==> src/rtl/core/qnl_pkg.sv <==
// Shared stage numbering and lane count for the quaternion nlerp pipeline.
package qnl_pkg;

    // One lane per quaternion component
    localparam int LANES = 4;

    // Pipeline stage indices up to the first root search step
    localparam int ST_MUL = 0;
    localparam int ST_DOT = 1;
    localparam int ST_RND = 2;
    localparam int ST_SQ  = 3;
    localparam int ST_SUM = 4;
    localparam int ST_IT0 = 5;

    // Stages beyond the FRAC_BITS+1 search steps (five ahead, one output)
    localparam int EXTRA_STAGES = 6;

endpackage

==> src/rtl/core/qnl_front.sv <==
// One component lane: blend products, shorter-arc blend, rounding and squaring.
module qnl_front #(
    parameter int COMP_WIDTH = 16,
    parameter int FRAC_BITS  = 14
) (
    input  logic                              clk,
    input  logic [FRAC_BITS+qnl_pkg::EXTRA_STAGES:0] en,
    input  logic signed [COMP_WIDTH-1:0]      a,
    input  logic signed [COMP_WIDTH-1:0]      b,
    input  logic [FRAC_BITS:0]                blend,
    input  logic                              dot_neg,
    output logic signed [2*COMP_WIDTH-1:0]    ab,
    output logic [2*COMP_WIDTH+3:0]           sq,
    output logic                              neg
);
    import qnl_pkg::*;

    localparam int VW  = COMP_WIDTH + FRAC_BITS + 3;
    localparam int MW  = COMP_WIDTH + 2;
    localparam int SQW = 2 * MW;
    localparam logic [FRAC_BITS:0] ONE = (FRAC_BITS+1)'(1) << FRAC_BITS;
    localparam logic [VW-1:0] HALF = VW'(1) << (FRAC_BITS - 1);

    logic [FRAC_BITS:0]          f_cl;
    logic [FRAC_BITS:0]          s1;
    logic signed [VW-1:0]        sa_c;
    logic signed [VW-1:0]        fb_c;
    logic signed [2*COMP_WIDTH-1:0] ab_c;
    logic signed [2*COMP_WIDTH-1:0] ab_reg;
    logic signed [VW-1:0]        sa0_reg, fb0_reg, sa1_reg, fb1_reg;
    logic signed [VW-1:0]        v_c;
    logic [VW-1:0]               mag_c, rnd_c;
    logic signed [MW-1:0]        m_next, m_reg;
    logic signed [SQW-1:0]       sq_c;
    logic [SQW-1:0]              sq_reg;
    logic                        neg_reg;

    // Clamp blend to one, weights and products
    always_comb
    begin
        f_cl = (blend > ONE) ? ONE : blend;
        s1   = ONE - f_cl;
        sa_c = $signed({1'b0, s1}) * a;
        fb_c = $signed({1'b0, f_cl}) * b;
        ab_c = a * b;
    end

    // Shorter-arc blend, round half away from zero
    always_comb
    begin
        v_c    = dot_neg ? (sa1_reg - fb1_reg) : (sa1_reg + fb1_reg);
        mag_c  = v_c[VW-1] ? VW'(-v_c) : VW'(v_c);
        rnd_c  = (mag_c + HALF) >> FRAC_BITS;
        m_next = v_c[VW-1] ? -$signed(MW'(rnd_c)) : $signed(MW'(rnd_c));
        sq_c   = m_reg * m_reg;
    end

    always_ff @(posedge clk)
    begin
        if (en[ST_MUL])
        begin
            ab_reg  <= ab_c;
            sa0_reg <= sa_c;
            fb0_reg <= fb_c;
        end
        if (en[ST_DOT])
        begin
            sa1_reg <= sa0_reg;
            fb1_reg <= fb0_reg;
        end
        if (en[ST_RND])
        begin
            m_reg <= m_next;
        end
        if (en[ST_SQ])
        begin
            sq_reg  <= SQW'(sq_c);
            neg_reg <= m_reg[MW-1];
        end
    end

    assign ab  = ab_reg;
    assign sq  = sq_reg;
    assign neg = neg_reg;

endmodule

==> config.mk <==
export PLATFORM = sky130hd
export DESIGN_NAME = qnl_front
export DESIGN_NICKNAME = d
export VERILOG_FILES = /design/src/rtl/core/qnl_pkg.sv /design/src/rtl/core/qnl_front.sv
export SDC_FILE = /design/constraint.sdc
export NUM_CORES = 2
export LEC_CHECK = 0
export BUFFER_PORTS_ARGS = -buffer_cell sky130_fd_sc_hd__buf_2
export CELL_PAD_IN_SITES_DETAIL_PLACEMENT = 1
export CELL_PAD_IN_SITES_GLOBAL_PLACEMENT = 2
export CORE_UTILIZATION = 43
export CTS_CLUSTER_SIZE = 8
export DETAILED_ROUTE_END_ITERATION = 16
export GPL_ROUTABILITY_DRIVEN = 0
export PLACE_DENSITY_LB_ADDON = 0.1
export SYNTH_ARGS = -nofsm -noshare
export SYNTH_HDL_FRONTEND = slang
export SYNTH_SLANG_ARGS = --single-unit
==> constraint.sdc <==
create_clock -name clk -period 13.71 [get_ports clk]
set_input_delay 1.371 -clock clk [delete_from_list [all_inputs] [get_ports clk]]
set_output_delay 1.371 -clock clk [all_outputs]
set_load 0.02 [all_outputs]
# After elaboration in Yosys (flattened, before gate mapping)

Cells that the tools add are included.

Add/subtract/negate cells: 6
Multiply operators: 4
Order comparisons: 1
Mux-type cells: 4

Operators with widths:

| operator                                                          | count |
|---|---|
| 16-bit by 16-bit multiplier with 32-bit output                    | 3 |
| 18-bit by 18-bit multiplier with 36-bit output                    | 1 |
| 33-bit adder                                                      | 1 |
| 33-bit two-way mux                                                | 1 |
| 33-bit subtractor                                                 | 1 |
| 32-bit by 14-bit adder with 32-bit output (second input constant) | 1 |
| 32-bit two-way mux                                                | 1 |
| 32-bit negation                                                   | 1 |
| 18-bit two-way mux                                                | 1 |
| 18-bit negation                                                   | 1 |
| 15-bit greater-than comparator (second input constant)            | 1 |
| 15-bit two-way mux                                                | 1 |
| 15-bit subtractor (first input constant)                          | 1 |

Bits in registers: 219
Bits of input ports: 70
Output and inout port bits: 69
Logic and storage cells: 23

# Depth between registers and ports, before layout

Depth in word-level cells: 7
Depth in mapped cells: 42
Depth with buffers taken out: 39

# Least setup slack after synthesis

OpenSTA, ideal clock, no wires.

Kind: input port to flip-flop
From: in blend[0]
To: reg sa0_reg[30] (data pin)
Setup time: 262 ps
Arrival time: 11305 ps
Data required time: 13448 ps
Setup slack: 2142 ps
Stages on the path: 40
Buffers on the path: 3
Path through: or3_1 -> or3_1 -> or3_1 -> or3_1 -> nor3_1 -> nand2_1 -> o21ai_1 -> clkbuf_1 -> and2_1 -> clkbuf_1 -> inv_1 -> ha_1 -> nand2_1 -> or3_1 -> or3_1 -> nor3_1 -> xnor2_1 -> clkbuf_1 -> [... 4 more ...] -> fa_1 -> inv_1 -> fa_1 -> inv_1 -> fa_1 -> inv_1 -> ha_1 -> nand2_1 -> o21ai_0 -> o41ai_1 -> o21ai_0 -> o41ai_1 -> o211ai_1 -> o41ai_1 -> nor3_1 -> a2111oi_0 -> a21oi_1 -> xor2_1

Word-level cells in the longest chain between the ends: 4

RTL lines:

| what                                               | RTL line        | RTL |
|---|---|---|
| from (decl)                                        | qnl_front.sv:10 | `input logic [FRAC_BITS:0] blend,` |
| 15-bit greater-than comparator                     | qnl_front.sv:41 | `f_cl = (blend > ONE) ? ONE : blend;` |
| 15-bit two-way mux (*)                             | qnl_front.sv:41 |  |
| 15-bit subtractor (*)                              | qnl_front.sv:42 | `s1 = ONE - f_cl;` |
| 16-bit by 16-bit multiplier with 32-bit output (*) | qnl_front.sv:43 | `sa_c = $signed({1'b0, s1}) * a;` |
| named net sa_c[30]                                 | qnl_front.sv:26 | `logic signed [VW-1:0] sa_c;` |
| to (signal assigned)                               | qnl_front.sv:63 | `sa0_reg <= sa_c;` |
| to (decl)                                          | qnl_front.sv:30 | `logic signed [VW-1:0] sa0_reg, fb0_reg, sa1_reg, fb1_reg;` |

The timed path passes the listed nets; every way through them passes the cells marked *.
A chain may end at the register's enable or synchronous reset.

# Worst setup path in the final report

From: in blend[1]
To: reg sa0_reg[28] (data pin)

The elaborated chain is that of the path after synthesis.

==> results.json <==
{
  "outcome": "finished, final reports clean",
  "final_core_util_pct": 46.3,
  "drtIter0Drc": 1328,
  "core_box_area_um2": 111000,
  "ctsLongestPathBuffers": 3,
  "grt_util_all_layers_pct": 23.2,
  "synthesis.area_um2": 47900,
  "ys_ff_latch": 214,
  "grt_max_degree": 65,
  "synth_top_flop_cell": "sky130_fd_sc_hd__edfxtp_1",
  "clkTransAtPathRegs_ps": 50,
  "cts.repair_timing.setup_buffer_count": 0,
  "placed_cells": 6534,
  "synth_cells": 5059,
  "nets": 6533,
  "hold_path_startpoint": "fb0_reg[7]",
  "path_max_fanout": 17,
  "cts_sinks": 214,
  "grt_pass1_wl_um": 204000,
  "drc_errors": 0,
  "core.rowCount": 122,
  "num_io_pins": 139,
  "route.antenna.remaining_nets": 0,
  "placed_area_um2": 50100,
  "critical-path-max-stage-delay_ps": 630,
  "min_path_type": "flip-flop to flip-flop",
  "die_boundary_height_um": 336,
  "reg2reg_depth": 28,
  "worst-endpoint-arrival_ps": 12650,
  "post-route-min-period_ps": 12310,
  "start_util_pct": 43.3,
  "yosys-top-cells-count": "sky130_fd_sc_hd__inv_1, sky130_fd_sc_hd__fa_1, sky130_fd_sc_hd__nand2_1",
  "cts_resized": 0,
  "drt_pre_antenna_iters": 5,
  "worst_slew_margin_rel_pct": 34.4,
  "finalClockSkew_ps": 66.7,
  "post_synth_main_area_contributors": "sky130_fd_sc_hd__fa_1, sky130_fd_sc_hd__edfxtp_1, sky130_fd_sc_hd__ha_1, sky130_fd_sc_hd__inv_1, sky130_fd_sc_hd__nand2_1",
  "hold_end": "fb1_reg[7]",
  "fraction_of_the_cycle_the_final_worst_path_needs_pct": 89.8,
  "report.final.setup_viol": 0,
  "nFillCells": 12800,
  "worst_ep_required_time_ps": 14050,
  "htreeDepth": 2,
  "via_count_of_the_first_global_routing_pass": 37500,
  "ratio_of_routed_vias_to_standard_cells": 5.08,
  "worst_setup_ep_type": "flip-flop",
  "synth.lib_cells_used.distinct": 90,
  "min_path_cells": 0,
  "clock.fmax_mhz": 81.2,
  "synth_fp_nets": 6508,
  "finish.cell_count_without_fillers": 6590,
  "timing.critical_path.max_delay_family": "adder cells",
  "layout-drive-gt1-share_pct": 5.20,
  "yosys_warnings": 0,
  "grt_setup_unrepaired": "no",
  "final.setup.tns_ps": 0,
  "ctsHoldBuffers": 0,
  "tritoncts": "yes",
  "wirelength_um": 125000,
  "dieArea_um2": 113000,
  "die-width_um": 336,
  "synth-edff-count": 214,
  "globalRouteOverflowTotal": 0,
  "worstSkewPairLatency_ps": 620,
  "largest_register_ffs": 35,
  "final_cell_area_excluding_filler_cells_um2": 51100,
  "max-cap-violations": 0,
  "regToRegSetupSlack_ps": 4910,
  "synth_sequential_area_ratio_pct": 13.4,
  "buffer_ports.inserted": 120,
  "place_hpwl_um": 101000,
  "synth-async-reset-ratio_pct": 0,
  "critPathBufInv": 5,
  "synth.most_common_cell": "sky130_fd_sc_hd__inv_1",
  "average_cell_area_after_synthesis_um2": 9.47,
  "synth_largest_area_cell": "sky130_fd_sc_hd__fa_1",
  "grt_antenna_before_repair": 15,
  "syn2layout_area_growth_pct": 6.76,
  "detailroute.via_count": 33500,
  "crit_type": "input pin to flip-flop",
  "finalHoldViolCount": 0,
  "worst_pin_slew_ps": 982,
  "reg2reg_from": "fb1_reg[0]",
  "wl_per_cell_um": 19.0,
  "critical-path-slowest-cell": "sky130_fd_sc_hd__o41ai_1",
  "cts_buffers": 36,
  "r2r-end": "m_reg[17]",
  "yosys.area.top_type_share_pct": 38.5,
  "clock-root-buffer": "sky130_fd_sc_hd__clkbuf_16",
  "startpoint_type": "input pin",
  "timing_max_transition_violations_final": 0
}
-- routing by layer --
metal / global-route usage (%) / vias to the layer above / share of wire (%)
li1: - / 15600 / -
met1: 29.3 / 17400 / 44
met2: 41.7 / 349 / 51
met3: 2.28 / 146 / 2.4
met4: 6.67 / 14 / 3.0
met5: 0 / - / 0.067
-- cells by family (layout without fill, tap and decap cells) --
logic type,Yosys count,after routing,synth area share (%)
compound gates,412,412,5.89
fa+ha+maj,1379,1379,50.5
other cells,1,3,0.00783
simple gates,1431,1431,14.7
xor+xnor,245,245,4.54
flops,214,214,13.4
mux,13,13,0.285
buf+inv,1364,1405,10.7
-- final cells by class --
class / instances / area (um^2) / share of cell area (%)
Antenna cell: 2 / 5.00 / 0.00979
Multi-Input combinational cell: 3481 / 36300 / 71.1
Sequential cell: 214 / 6430 / 12.6
Tap cell: 1488 / 1860 / 3.64
Inverter: 1172 / 4400 / 8.60
Clock inverter: 14 / 125 / 0.245
Clock buffer: 40 / 916 / 1.79
Timing Repair Buffer: 179 / 1050 / 2.05
-- cell usage in the layout, fill, tap and decap left out, drive strengths merged, types with 12 or more instances in the layout --
cell type     n
inv        1173
fa          921
nand2       565
ha          458
and2        324
edfxtp      214
xnor2       188
nor2        182
buf         179
a21oi       110
nor3         78
and3         70
o21ai        67
xor2         56
nand2b       51
a21o         44
clkbuf       40
nand3        37
nor2b        31
or3          24
o21bai       22
a211oi       21
a31oi        18
nor4         17
o21a         16
nand4        15
o211ai       12
o31ai        12
or2          12
-- worst max path at each step --
stage	start	to	slack [ps]	cells past startpoint
global placement	blend[1]	sa0_reg[30]	930	38
global route	blend[1]	sa0_reg[30]	620	38
CTS	blend[1]	sa0_reg[28]	1340	38
floorplan	blend[0]	sa0_reg[30]	2140	40
detailed placement	blend[1]	sa0_reg[28]	750	38
finish	blend[1]	sa0_reg[28]	1400	38
-- metrics by stage --
step                      setup WS (ps)  hold WS (ps)
after detailed placement            748           406
after global placement              928           401
final                              1400           398
after global routing                620           422
after CTS                          1340           398
after floorplan                    2140           400
Power is not shown: default switching activity piles up to over one toggle a cycle in this logic, so the estimate is an artifact.
